[src/json_string_unescape_utf8_assert.svh]
// ----------------------------------------------------------------------------
// JSON string unescape assertion macros
// Shared concurrent assertion shorthands for the unescape block.
// ----------------------------------------------------------------------------
`ifndef JSON_STRING_UNESCAPE_UTF8_ASSERT_SVH
`define JSON_STRING_UNESCAPE_UTF8_ASSERT_SVH

// same-cycle implication, disabled during reset
`define JSU_ASSERT_IMP(label, clk, rst_n, ante, cons, msg) \
  label: assert property (@(posedge clk) disable iff (!rst_n) (ante) |-> (cons)) \
    else $error(msg);

// next-cycle implication, disabled during reset
`define JSU_ASSERT_NXT(label, clk, rst_n, ante, cons, msg) \
  label: assert property (@(posedge clk) disable iff (!rst_n) (ante) |=> (cons)) \
    else $error(msg);

`endif

[src/jsu_pkg.sv]
// ----------------------------------------------------------------------------
// JSON string unescape package
// Types, character codes and helper functions for the unescape block.
// ----------------------------------------------------------------------------
`timescale 1ns / 1ps

package jsu_pkg;

  // character codes
  localparam logic [7:0] CH_QUOTE = 8'h22;
  localparam logic [7:0] CH_BSL   = 8'h5C;
  localparam logic [7:0] CH_SLASH = 8'h2F;
  localparam logic [7:0] CH_B     = 8'h62;
  localparam logic [7:0] CH_F     = 8'h66;
  localparam logic [7:0] CH_N     = 8'h6E;
  localparam logic [7:0] CH_R     = 8'h72;
  localparam logic [7:0] CH_T     = 8'h74;
  localparam logic [7:0] CH_U     = 8'h75;
  localparam logic [7:0] CH_SPACE = 8'h20;

  // decoded byte values for the simple escapes
  localparam logic [7:0] BS_CODE  = 8'h08;
  localparam logic [7:0] FF_CODE  = 8'h0C;
  localparam logic [7:0] LF_CODE  = 8'h0A;
  localparam logic [7:0] CR_CODE  = 8'h0D;
  localparam logic [7:0] TAB_CODE = 8'h09;

  // surrogate ranges
  localparam logic [15:0] HI_SUR_LO = 16'hD800;
  localparam logic [15:0] HI_SUR_HI = 16'hDBFF;
  localparam logic [15:0] LO_SUR_LO = 16'hDC00;
  localparam logic [15:0] LO_SUR_HI = 16'hDFFF;
  localparam logic [20:0] SUPP_BASE = 21'h10000;

  // replacement character U+FFFD in UTF-8
  localparam logic [7:0] REPL_B0 = 8'hEF;
  localparam logic [7:0] REPL_B1 = 8'hBF;
  localparam logic [7:0] REPL_B2 = 8'hBD;
  localparam logic [2:0] REPL_LEN = 3'd3;

  // decoder state, one-hot
  typedef enum logic [5:0] {
    MODE_PLAIN   = 6'b000001,
    MODE_ESC     = 6'b000010,
    MODE_HEX1    = 6'b000100,
    MODE_WAIT_BS = 6'b001000,
    MODE_WAIT_U  = 6'b010000,
    MODE_HEX2    = 6'b100000
  } mode_e;

  // status codes
  typedef enum logic [2:0] {
    ST_OK         = 3'd0,
    ST_UNTERM_ESC = 3'd1,
    ST_SHORT_HEX  = 3'd2,
    ST_BAD_HEX    = 3'd3,
    ST_BAD_ESC    = 3'd4,
    ST_CTRL_CHAR  = 3'd5,
    ST_UNTERM_STR = 3'd6
  } status_e;

  // UTF-8 encoding of one code point
  typedef struct packed {
    logic [2:0]      len;
    logic [3:0][7:0] bytes;
  } utf8_t;

  // word list produced by one input byte
  typedef struct packed {
    logic            fffd;
    logic [2:0]      main_n;
    logic [3:0][7:0] main_b;
    logic            rep;
    logic            rep_done;
    status_e         rep_status;
    logic [2:0]      total;
  } wlist_t;

  // hex digit value with a valid flag in the top bit
  function automatic logic [4:0] hex_val(input logic [7:0] c);
    logic [7:0] t;
    begin
      t = 8'h00;
      if (c inside {[8'h30:8'h39]}) begin
        t = c - 8'h30;
        hex_val = {1'b1, t[3:0]};
      end else if (c inside {[8'h61:8'h66]}) begin
        t = c - 8'h57;
        hex_val = {1'b1, t[3:0]};
      end else if (c inside {[8'h41:8'h46]}) begin
        t = c - 8'h37;
        hex_val = {1'b1, t[3:0]};
      end else begin
        hex_val = 5'd0;
      end
    end
  endfunction

  // code point to UTF-8 bytes, first byte at index 0
  function automatic utf8_t utf8_enc(input logic [20:0] cp);
    utf8_t r;
    begin
      r.bytes = '0;
      if (cp < 21'h80) begin
        r.len      = 3'd1;
        r.bytes[0] = cp[7:0];
      end else if (cp < 21'h800) begin
        r.len      = 3'd2;
        r.bytes[0] = {3'b110, cp[10:6]};
        r.bytes[1] = {2'b10, cp[5:0]};
      end else if (cp < 21'h10000) begin
        r.len      = 3'd3;
        r.bytes[0] = {4'b1110, cp[15:12]};
        r.bytes[1] = {2'b10, cp[11:6]};
        r.bytes[2] = {2'b10, cp[5:0]};
      end else begin
        r.len      = 3'd4;
        r.bytes[0] = {5'b11110, cp[20:18]};
        r.bytes[1] = {2'b10, cp[17:12]};
        r.bytes[2] = {2'b10, cp[11:6]};
        r.bytes[3] = {2'b10, cp[5:0]};
      end
      utf8_enc = r;
    end
  endfunction

endpackage

[src/json_string_unescape_utf8.sv]
// One input byte of a JSON string body (after the opening quote) is taken per cycle while
// in_stall_o is low and turned into the decoded UTF-8 output words it causes, plus one
// status word for the closing quote, end of input or an error. A byte that causes at most
// one output word sustains one byte per cycle while res_stall_i is low; a byte that causes
// n words (up to 6, e.g. a replacement character followed by a 3-byte character) holds the
// input until all n words are drained, since the output port drains the registered word
// list one word per cycle when not stalled. Bytes that cause no word (a backslash, hex
// digits) do not hold the input. Each byte passes the input and word-list registers.
// ----------------------------------------------------------------------------
// JSON string unescape to UTF-8
// Input register, single-pass decode into a registered word list, word drain.
// ----------------------------------------------------------------------------
`timescale 1ns / 1ps

`include "json_string_unescape_utf8_assert.svh"

module json_string_unescape_utf8 (
  input  logic       clk_i,
  input  logic       rst_ni,
  input  logic       in_valid_i,
  output logic       in_stall_o,
  input  logic       kind_i,
  input  logic [7:0] in_byte_i,
  output logic       res_valid_o,
  input  logic       res_stall_i,
  output logic       out_valid_o,
  output logic [7:0] out_byte_o,
  output logic       string_done_o,
  output logic [2:0] status_o,
  output logic       last_o
);

  // input register
  logic       in_valid_q;
  logic       kind_q;
  logic [7:0] byte_q;

  // decoder state
  jsu_pkg::mode_e mode_q, mode_d;
  logic [15:0]    hex_acc_q, hex_acc_d;
  logic [2:0]     hex_cnt_q, hex_cnt_d;
  logic           hex_bad_q, hex_bad_d;
  logic [9:0]     high_q, high_d;

  // word list register
  logic             list_valid_q;
  jsu_pkg::wlist_t  list_q, list_d;
  logic [2:0]       idx_q;

  // handshake
  logic in_accept, out_take, list_last, list_free, s1_move;

  // decode intermediates
  logic [4:0]       dig;
  logic [15:0]      acc_n;
  logic             bad_n;
  logic [2:0]       cnt_n;
  logic             full_n;
  logic             do_plain, do_esc, do_fin;
  logic             fffd, emit, raw, rep, rep_done;
  jsu_pkg::status_e rep_st;
  logic [20:0]      cp;
  jsu_pkg::utf8_t   enc;

  // output select
  logic [2:0] fffd_n;
  logic [2:0] jdx;

  assign out_take   = list_valid_q && !res_stall_i;
  assign list_last  = idx_q == (list_q.total - 3'd1);
  assign list_free  = !list_valid_q || (out_take && list_last);
  assign s1_move    = in_valid_q && list_free;
  assign in_stall_o = in_valid_q && !list_free;
  assign in_accept  = in_valid_i && !in_stall_o;

  // hex digit collection
  always_comb begin
    dig    = jsu_pkg::hex_val(byte_q);
    acc_n  = dig[4] ? {hex_acc_q[11:0], dig[3:0]} : hex_acc_q;
    bad_n  = hex_bad_q | ~dig[4];
    cnt_n  = hex_cnt_q + 3'd1;
    full_n = cnt_n >= 3'd4;
  end

  // decode one byte into state update and word list
  always_comb begin
    mode_d    = mode_q;
    hex_acc_d = hex_acc_q;
    hex_cnt_d = hex_cnt_q;
    hex_bad_d = hex_bad_q;
    high_d    = high_q;
    do_plain  = 1'b0;
    do_esc    = 1'b0;
    do_fin    = 1'b0;
    fffd      = 1'b0;
    emit      = 1'b0;
    raw       = 1'b0;
    cp        = '0;
    rep       = 1'b0;
    rep_done  = 1'b0;
    rep_st    = jsu_pkg::ST_OK;

    if (kind_q) begin
      // end of input
      rep    = 1'b1;
      mode_d = jsu_pkg::MODE_PLAIN;
      case (mode_q)
        jsu_pkg::MODE_ESC:     rep_st = jsu_pkg::ST_UNTERM_ESC;
        jsu_pkg::MODE_HEX1:    rep_st = jsu_pkg::ST_SHORT_HEX;
        jsu_pkg::MODE_WAIT_BS: begin
          fffd   = 1'b1;
          rep_st = jsu_pkg::ST_UNTERM_STR;
        end
        jsu_pkg::MODE_WAIT_U: begin
          fffd   = 1'b1;
          rep_st = jsu_pkg::ST_UNTERM_ESC;
        end
        jsu_pkg::MODE_HEX2: begin
          fffd   = 1'b1;
          rep_st = jsu_pkg::ST_SHORT_HEX;
        end
        default:               rep_st = jsu_pkg::ST_UNTERM_STR;
      endcase
    end else begin
      case (mode_q)
        jsu_pkg::MODE_ESC: do_esc = 1'b1;
        jsu_pkg::MODE_HEX1: begin
          hex_acc_d = acc_n;
          hex_bad_d = bad_n;
          hex_cnt_d = cnt_n;
          do_fin    = full_n;
        end
        jsu_pkg::MODE_WAIT_BS: begin
          if (byte_q == jsu_pkg::CH_BSL) begin
            mode_d = jsu_pkg::MODE_WAIT_U;
          end else begin
            fffd     = 1'b1;
            do_plain = 1'b1;
          end
        end
        jsu_pkg::MODE_WAIT_U: begin
          if (byte_q == jsu_pkg::CH_U) begin
            mode_d    = jsu_pkg::MODE_HEX2;
            hex_acc_d = '0;
            hex_cnt_d = '0;
            hex_bad_d = 1'b0;
          end else begin
            fffd   = 1'b1;
            do_esc = 1'b1;
          end
        end
        jsu_pkg::MODE_HEX2: begin
          hex_acc_d = acc_n;
          hex_bad_d = bad_n;
          hex_cnt_d = cnt_n;
          if (full_n) begin
            if (!bad_n && acc_n >= jsu_pkg::LO_SUR_LO && acc_n <= jsu_pkg::LO_SUR_HI) begin
              emit   = 1'b1;
              cp     = jsu_pkg::SUPP_BASE + {1'b0, high_q, acc_n[9:0]};
              mode_d = jsu_pkg::MODE_PLAIN;
            end else begin
              fffd   = 1'b1;
              do_fin = 1'b1;
            end
          end
        end
        default: do_plain = 1'b1;
      endcase
    end

    // plain character, passed through as the raw byte; quote, backslash and control bytes handled
    if (do_plain) begin
      mode_d = jsu_pkg::MODE_PLAIN;
      if (byte_q == jsu_pkg::CH_QUOTE) begin
        rep      = 1'b1;
        rep_done = 1'b1;
      end else if (byte_q == jsu_pkg::CH_BSL) begin
        mode_d = jsu_pkg::MODE_ESC;
      end else if (byte_q < jsu_pkg::CH_SPACE) begin
        rep    = 1'b1;
        rep_st = jsu_pkg::ST_CTRL_CHAR;
      end else begin
        raw = 1'b1;
      end
    end

    // escape letter
    if (do_esc) begin
      mode_d = jsu_pkg::MODE_PLAIN;
      emit   = 1'b1;
      case (byte_q)
        jsu_pkg::CH_QUOTE: cp = {13'd0, jsu_pkg::CH_QUOTE};
        jsu_pkg::CH_BSL:   cp = {13'd0, jsu_pkg::CH_BSL};
        jsu_pkg::CH_SLASH: cp = {13'd0, jsu_pkg::CH_SLASH};
        jsu_pkg::CH_B:     cp = {13'd0, jsu_pkg::BS_CODE};
        jsu_pkg::CH_F:     cp = {13'd0, jsu_pkg::FF_CODE};
        jsu_pkg::CH_N:     cp = {13'd0, jsu_pkg::LF_CODE};
        jsu_pkg::CH_R:     cp = {13'd0, jsu_pkg::CR_CODE};
        jsu_pkg::CH_T:     cp = {13'd0, jsu_pkg::TAB_CODE};
        jsu_pkg::CH_U: begin
          emit      = 1'b0;
          mode_d    = jsu_pkg::MODE_HEX1;
          hex_acc_d = '0;
          hex_cnt_d = '0;
          hex_bad_d = 1'b0;
        end
        default: begin
          emit   = 1'b0;
          rep    = 1'b1;
          rep_st = jsu_pkg::ST_BAD_ESC;
        end
      endcase
    end

    // four digits of a first escape, or of a second escape that is no low surrogate, collected
    if (do_fin) begin
      mode_d = jsu_pkg::MODE_PLAIN;
      if (bad_n) begin
        rep    = 1'b1;
        rep_st = jsu_pkg::ST_BAD_HEX;
      end else if (acc_n >= jsu_pkg::HI_SUR_LO && acc_n <= jsu_pkg::HI_SUR_HI) begin
        high_d = acc_n[9:0];
        mode_d = jsu_pkg::MODE_WAIT_BS;
      end else begin
        emit = 1'b1;
        cp   = {5'd0, acc_n};
      end
    end
  end

  // assemble word list
  always_comb begin
    enc                = jsu_pkg::utf8_enc(cp);
    list_d.fffd        = fffd;
    list_d.main_n      = raw ? 3'd1 : (emit ? enc.len : 3'd0);
    list_d.main_b      = raw ? {24'd0, byte_q} : enc.bytes;
    list_d.rep         = rep;
    list_d.rep_done    = rep_done;
    list_d.rep_status  = rep_st;
    list_d.total       = (fffd ? jsu_pkg::REPL_LEN : 3'd0) + list_d.main_n + {2'd0, rep};
  end

  // input register
  always_ff @(posedge clk_i or negedge rst_ni) begin
    if (!rst_ni) begin
      in_valid_q <= 1'b0;
    end else if (in_accept) begin
      in_valid_q <= 1'b1;
    end else if (s1_move) begin
      in_valid_q <= 1'b0;
    end
  end

  always_ff @(posedge clk_i) begin
    if (in_accept) begin
      kind_q <= kind_i;
      byte_q <= in_byte_i;
    end
  end

  // decoder state
  always_ff @(posedge clk_i or negedge rst_ni) begin
    if (!rst_ni) begin
      mode_q    <= jsu_pkg::MODE_PLAIN;
      hex_acc_q <= '0;
      hex_cnt_q <= '0;
      hex_bad_q <= 1'b0;
      high_q    <= '0;
    end else if (s1_move) begin
      mode_q    <= mode_d;
      hex_acc_q <= hex_acc_d;
      hex_cnt_q <= hex_cnt_d;
      hex_bad_q <= hex_bad_d;
      high_q    <= high_d;
    end
  end

  // word list and drain index
  always_ff @(posedge clk_i or negedge rst_ni) begin
    if (!rst_ni) begin
      list_valid_q <= 1'b0;
      idx_q        <= '0;
    end else if (s1_move) begin
      list_valid_q <= list_d.total != 3'd0;
      idx_q        <= '0;
    end else if (out_take && list_last) begin
      list_valid_q <= 1'b0;
      idx_q        <= '0;
    end else if (out_take) begin
      idx_q <= idx_q + 3'd1;
    end
  end

  always_ff @(posedge clk_i) begin
    if (s1_move) begin
      list_q <= list_d;
    end
  end

  // output word select
  assign fffd_n = list_q.fffd ? jsu_pkg::REPL_LEN : 3'd0;
  assign jdx    = idx_q - fffd_n;

  always_comb begin
    out_valid_o   = 1'b0;
    out_byte_o    = 8'h00;
    string_done_o = 1'b0;
    status_o      = jsu_pkg::ST_OK;
    if (idx_q < fffd_n) begin
      out_valid_o = 1'b1;
      case (idx_q[1:0])
        2'd0:    out_byte_o = jsu_pkg::REPL_B0;
        2'd1:    out_byte_o = jsu_pkg::REPL_B1;
        default: out_byte_o = jsu_pkg::REPL_B2;
      endcase
    end else if (jdx < list_q.main_n) begin
      out_valid_o = 1'b1;
      out_byte_o  = list_q.main_b[jdx[1:0]];
    end else begin
      string_done_o = list_q.rep_done;
      status_o      = list_q.rep_status;
    end
  end

  assign res_valid_o = list_valid_q;
  assign last_o      = list_last;

  // assertions
  `JSU_ASSERT_IMP(a_list_nonempty, clk_i, rst_ni, list_valid_q,
    (list_q.total != 3'd0) && (idx_q < list_q.total), "word list empty or index past end")
  `JSU_ASSERT_NXT(a_idx_step, clk_i, rst_ni, out_take && !list_last,
    list_valid_q && (idx_q == $past(idx_q) + 3'd1), "drain index did not advance")
  `JSU_ASSERT_IMP(a_stall_held, clk_i, rst_ni, in_stall_o,
    in_valid_q && list_valid_q, "input stalled without a held byte and busy list")
  `JSU_ASSERT_IMP(a_done_alone, clk_i, rst_ni, list_valid_q && list_q.rep_done,
    list_q.main_n == 3'd0, "closing quote word mixed with character words")

endmodule
[config.mk]
export PLATFORM = sky130hd
export DESIGN_NAME = json_string_unescape_utf8
export DESIGN_NICKNAME = d
export VERILOG_FILES = /design/src/jsu_pkg.sv /design/src/json_string_unescape_utf8.sv
export VERILOG_INCLUDE_DIRS = /design/src /design/src/src
export SDC_FILE = /design/constraint.sdc
export NUM_CORES = 1
export LEC_CHECK = 0
export BUFFER_PORTS_ARGS = -buffer_cell sky130_fd_sc_hd__buf_2
export CELL_PAD_IN_SITES_DETAIL_PLACEMENT = 2
export CELL_PAD_IN_SITES_GLOBAL_PLACEMENT = 2
export CORE_ASPECT_RATIO = 0.8
export CORE_MARGIN = 5
export CORE_UTILIZATION = 37
export CTS_CLUSTER_DIAMETER = 100
export DETAILED_ROUTE_END_ITERATION = 16
export PLACE_DENSITY_LB_ADDON = 0.1
export SYNTH_ARGS = -nofsm -noshare
export SYNTH_HDL_FRONTEND = slang
export SYNTH_SLANG_ARGS = --single-unit
[constraint.sdc]
create_clock -name clk_i -period 3.8 [get_ports clk_i]
set_clock_uncertainty 0.05 [all_clocks]
set_input_delay 0.76 -clock clk_i [delete_from_list [all_inputs] [get_ports clk_i]]
set_output_delay 0.76 -clock clk_i [all_outputs]
set_load 0.1 [all_outputs]
==> impl_metrics.yaml, run 1 <==
outcome:
  status: "finished with violations"
  violations: "setup timing"
sta:
  finalHoldViolations: 0
  report.final.slew_viol_count: 0
  setup_viol_count_final: 1
  timing.final.crit_share_pct: 103
  postLayoutSetupSlackWorst_ps: -109
  finalCriticalPeriod_ps: 3910
  setup_tns_ps: -109
  fmax_ghz: 0.256
  relSlewSlack_pct: 40.7
  worstMarginPinSlew_ps: 881
yosys:
  synth.cell_area_um2: 5460
  synth_top_area_share_pct: 26.9
  synth_top_area_cell: "edfxtp_1"
  synth_ff_type: "edfxtp_1"
  synthArstFlopShare_pct: 43.0
  synth.distinct_cells: 85
  ys_ff_latch: 86
  synth_edf_count: 49
  syn_avg_cell_area_um2: 10.2
  synth_nets: 567
  yosysWarnings: 0
  ys_seq_area_share_pct: 43.9
  synth_cells: 535
  synthTopCellsByArea: "edfxtp_1 27%, dfrtp_1 16%, ha_1 3.7%"
layout:
  fillers: 1428
  finish.utilization_pct: 50.9
  final_nets: 680
  mostFrequentLayoutCell: "buf_4"
  n_antenna_cell: 0
  most-common-layout-cells: "92 x buf_4, 49 x edfxtp_1, 41 x nand2_1"
  synthToLayoutAreaGrowth_pct: 34.0
  drive_gt1_share_pct: 35.4
  fin_cells: 837
critical_path:
  critical_path_class: "register to register"
  crit_chain: "inv_2 > buf_4 > ha_1 > mux2i_1 > o32ai_2 > or4_4 > or4b_4 > nand2_1 > a21oi_1 > fa_2 > inv_2 > fa_2 > o31ai_2 > nand2_1"
  cp_max_fo: 4
  reg2reg_slack_ps: -110
  max_stage_delay_ps: 540
  r2r_start: "byte_q[0]"
  cp.required_ps: 3990
  cp.arrival_ps: 4100
  end_kind: "register"
  worstReg2RegEnd: "res_valid_o"
  crit_path_start_kind: "register"
  rr_worst_depth: 14
  crit_slowest_cell: "or4b_4"
  crit_end: "res_valid_o"
  startpoint: "byte_q[0]"
floorplanning:
  initial_core_util_pct: 37.9
  rows: 39
  io_pins: 29
  fp.dieArea_um2: 17300
  dieHeight_um: 119
  die_w_um: 146
  core_um2: 14400
routing:
  first_pass_iters: 5
  wl_per_cell_um: 26.8
  vias: 5089
  final_antenna_net_count: 0
  wl_um: 22500
  drc: 0
  drtIter0Drc: 316
  viasPerCell: 6.08
global_routing:
  grt_max_degree: 42
  grt_pass1_wl_um: 32700
  antenna_found_initial: 0
  gr-usage-all-layers_pct: 24.1
  gr-total-overflow: 0
  first_global_vias: 5425
clock_tree:
  cts_buffer_depth: 2
  hold_buffers: 0
  cts_buffers: 9
  clock_latency_ps: 360
  cts_tree: "yes"
  clock_sinks: 86
  root_buffer: "clkbuf_16"
  clkTransAtPathRegs_ps: 70
  htree_levels: 3
placed_design:
  place_inst: 791
  finalWeightedCongestion: 0.879
  dp_slack_ps: -132
  dp_hpwl_um: 15300
  io_buffers: 28
pwr:
  power.switching_uw: 3910
  internal_power_uw: 3750
  p_clk_share_pct: 12.0
  sw_frac_of_total_pct: 51.0
  leakage_uw: 0.00297
  p_seq_share_pct: 20.2
  p_per_area_nw_per_um2: 1050
  ir_drop_mv: 0.708
  pwr-share-comb_pct: 67.8
worst_hold_path:
  hold_path_class: "input pin to asynchronous set/reset pin"
job:
  drv_cap: 0
## cells in the mapped netlist, types with 3 or more instances
master / number
or3_1: 4
xor2_1: 3
nor3b_1: 3
nor4_1: 6
nor2b_1: 4
or4_1: 7
o21ai_0: 35
mux2_2: 7
a22o_1: 13
nand2b_1: 8
a21oi_1: 26
xnor2_1: 5
o22ai_1: 8
a21o_1: 3
o2bb2ai_1: 4
o31ai_1: 3
a31oi_1: 5
buf_2: 10
dfrtp_1: 36
edfxtp_1: 49
and3_1: 9
and2_1: 10
nand4_1: 5
clkbuf_1: 12
nor2_1: 37
o221ai_1: 3
nand3_1: 18
a2111oi_4: 3
nand3b_1: 3
a22oi_1: 8
mux4_2: 7
nor3_1: 10
ha_1: 16
nand2_1: 42
a21boi_0: 3
fa_1: 3
inv_1: 36
mux2i_1: 8
## worst max-delay path: cells and delay by family (launching register included)
kind                     cells  cell delay, ps
flip-flops                   1             450
adder cells (fa/ha/maj)      3            1040
AND/OR/NAND/NOR              4            1190
buffers and inverters        3             340
multiplexers                 1             230
AO/OA/AOI/OAI                3             480
## through the flow
step	total power [uW]	area, um2	hold WS, ps
2_1_floorplan	4370	5500	414
3_3_place_gp	5860	6470	437
3_5_place_dp	6040	6470	458
4_1_cts	7300	6950	477
5_1_grt	7970	7320	491
6_report	7660	7320	465
## worst min path at each step
stage                 startpoint            to  depth (start not counted)
floorplan                 rst_ni  hex_acc_q[0]                          0
finish                    rst_ni     mode_q[5]                          1
CTS                 hex_cnt_q[2]  hex_cnt_q[2]                          1
global placement    hex_cnt_q[1]  hex_cnt_q[1]                          1
global route        hex_cnt_q[1]  hex_cnt_q[1]                          1
detailed placement  hex_cnt_q[1]  hex_cnt_q[1]                          1
## repair_timing
| action | CTS | global route |
|---|---|---|
| setup endpoints to repair | 14 | 15 |
| setup buffers | 9 | 21 |
| pin swaps | 11 | 28 |
| resized for setup | 25 | 42 |
## power groups by stage
stage / sequential (uW) / combinational, uW / clock (uW)
finish: 1550 / 5190 / 922
floorplan: 1520 / 2850 / 0
global route: 1580 / 5410 / 979
CTS: 1550 / 4820 / 932
global placement: 1530 / 4330 / 0
detailed placement: 1570 / 4470 / 0
## flip-flops by register name, indices dropped and copies added, names as in the netlist
register / cells
hex_cnt_q: 3
hex_bad_q: 1
res_valid_o: 1
mode_q: 6
idx_q: 3
high_q: 10
hex_acc_q: 12
byte_q: 8
list_q: 40
kind_q: 1
in_valid_q: 1
## area by class of cell
cell class	count	area, um2	share of cell area (%)
multi-input cells	387	3140	42.8
repair buffers	126	1110	15.2
flip-flops and latches	86	2400	32.8
well taps	184	230	3.14
inverters	38	144	1.97
clock inverters	7	73.8	1.01
clock buffers	9	225	3.08
## per-layer routing
layer	part of all wire, %	vias to the layer above	track usage, %	wire length (um)
met2	49	139	41.3	11100
met1	44	2667	31.6	9770
met4	2.7	0	5.75	609
met5	0	-	0	0
met3	4.3	42	4.71	964
li1	-	2241	-	-
## cell families after synthesis
family / count (synthesis) / share of synthesized area (%)
and+or+nand+nor: 185 / 18.5
buffers and inverters: 62 / 4.65
adders and majority gates: 19 / 4.76
muxes: 22 / 5.79
DFF: 86 / 43.9
xor gates and xnor gates: 9 / 1.69
AOI/OAI and AO/OA: 152 / 20.7
No activity file was read; power rests on OpenSTA's default activity.
==> run 2: changes to the inputs <==
- GPL_ROUTABILITY_DRIVEN: default -> 0
- GPL_TIMING_DRIVEN: default -> 0
==> run 2 against run 1 <==
  * Critical path type unchanged
  * Clock power is 7.5% lower
  * Largest cell class unchanged
  * Highest routed layer unchanged
  * Non-clock buffer count shrank 40
  * The flow still finishes with violations (setup timing)
  * Combinational power down 13%
  * Maximum frequency fell by 0.82%
==> impl_metrics.yaml, run 2 (same netlist as run 1, synthesis figures left out) <==
outcome:
  status: "finished with violations"
  violations: "setup timing"
critical_path:
  crit_path_start_kind: "register"
  cp.arrival_ps: 4090
  end_kind: "register"
  cp_max_fo: 8
  critical_path_class: "register to register"
  cp.required_ps: 3950
sta:
  timing.final.crit_share_pct: 104
  report.final.slew_viol_count: 0
  fmax_ghz: 0.254
  rsz0062_at_grt: "true"
  relSlewSlack_pct: 33.0
  setup_tns_ps: -141
  setup_viol_count_final: 1
  finalHoldViolations: 0
  fin_hold_ws_ps: 459
  finalCriticalPeriod_ps: 3940
  worstMarginPinSlew_ps: 996
  postLayoutSetupSlackWorst_ps: -141
pwr:
  p_seq_share_pct: 22.1
  p_per_area_nw_per_um2: 1000
  sw_frac_of_total_pct: 52.7
  total_power_uw: 6900
  ir_drop_mv: 0.479
  pwr-share-comb_pct: 65.5
  power.switching_uw: 3630
  leakage_uw: 0.00270
  p_clk_share_pct: 12.4
  internal_power_uw: 3260
clock_tree:
  cts_tree: "yes"
  cts_buffer_depth: 2
  clock_latency_ps: 350
  root_buffer: "clkbuf_16"
  clkTransAtPathRegs_ps: 70
  hold_buffers: 0
  htree_levels: 3
  clock_sinks: 86
  cts_buffers: 9
layout:
  largestRegisters: "list_q (40), hex_acc_q (12), high_q (10)"
  most-common-layout-cells: "49 x edfxtp_1, 38 x nand2_1, 35 x nor2_1, 35 x dfrtp_1, 33 x buf_4"
  synthToLayoutAreaGrowth_pct: 25.7
  largest_reg_flops: 40
  n_antenna_cell: 0
  postLayoutCellArea_um2: 6870
  mostFrequentLayoutCell: "edfxtp_1"
  final_nets: 640
  regMostFlops: "list_q"
  drive_gt1_share_pct: 29.7
floorplanning:
  core_um2: 14400
  rows: 39
  io_pins: 29
  initial_core_util_pct: 37.9
  dieHeight_um: 119
  die_w_um: 146
  fp.dieArea_um2: 17300
routing:
  first_pass_iters: 4
  wl_um: 19300
  drtIter0Drc: 267
  viasPerCell: 5.99
  wl_per_cell_um: 24.3
  vias: 4776
  drc: 0
  final_antenna_net_count: 0
job:
  drv_cap: 0
placed_design:
  dpl_cell_area_um2: 5870
  dp_slack_ps: -787
  dp_hpwl_um: 13800
  io_buffers: 28
worst_hold_path:
  hold_path_class: "register to register"
global_routing:
  gr-usage-all-layers_pct: 22.2
  antenna_found_initial: 0
  grt_max_degree: 43
  gr-total-overflow: 0
  grt_pass1_wl_um: 30100
  first_global_vias: 5218
-- run 2: cell types whose count changed in the layout (fill, tap and decap cells not counted), moves of 3 or more --
cell      previous run  this run
buf_4               92        33
buf_6                4        10
buf_12              15         6
clkinv_4             1         4
nand2_1             41        38
clkbuf_1             0         9
buf_2               15        23
-- run 2: layout make-up --
class | count | area, um2
timing repair buffer | 63 | 554
clock buffer | 9 | 225
inverter | 38 | 153
sequential | 86 | 2400
fill | 1463 | 7530
tap | 184 | 230
clock inverter | 7 | 56.3
multi-input combinational | 387 | 3120
buffer | 23 | 135
-- run 2: power by group through the flow --
stage	Clock, uW	Sequential [uW]	Combinational [uW]
6_report	853	1530	4520
5_1_grt	924	1560	4740
4_1_cts	875	1530	3990
3_5_place_dp	0	1560	3600
3_3_place_gp	0	1530	3480
2_1_floorplan	0	1520	2850
-- run 2: path summary, 6_finish.rpt --
path | from | endpoint | slack [ps] | depth (start not counted)
min in group asynchronous | rst_ni | mode_q[1] | 480 | 1
hold reg to reg | hex_cnt_q[0] | hex_cnt_q[0] | 460 | 1
max in group asynchronous | rst_ni | idx_q[0] | 2600 | 1
setup / recovery | byte_q[0] | res_valid_o | -140 | 13
setup reg to reg | byte_q[0] | res_valid_o | -140 | 13
hold / removal | hex_cnt_q[0] | hex_cnt_q[0] | 460 | 1
-- run 2: critical path, stage by stage (launching register included) --
cell,delay [ps]
edfxtp_1,470
inv_2,90
buf_4,160
ha_1,240
and4_2,280
or4_4,600
or4b_4,540
nand2_2,90
a21oi_1,60
fa_2,370
inv_2,70
fa_2,450
o31ai_2,230
nand2_1,80
-- run 2: per-stage QoR --
stage	std cells	utilization, %
floorplan	535	-
detailed placement	747	40.8
finish	797	47.7
CTS	789	45.8
global route	797	47.7
global placement	747	40.8
-- run 2: repair_timing --
action / 4_1_cts / 5_1_grt
buffers inserted: 27 / 7
gates resized for setup: 64 / 42
cloned: 0 / 1
pin swaps: 20 / 19
endpoints found under the setup margin: 17 / 16
-- run 2: routing by layer --
metal | part of all wire (%) | GRT usage (%) | vias up
li1 | - | - | 2176
met1 | 45 | 29.2 | 2472
met2 | 49 | 37.8 | 106
met3 | 4.5 | 5.01 | 22
met4 | 1.4 | 4.45 | 0
met5 | 0 | 0 | -
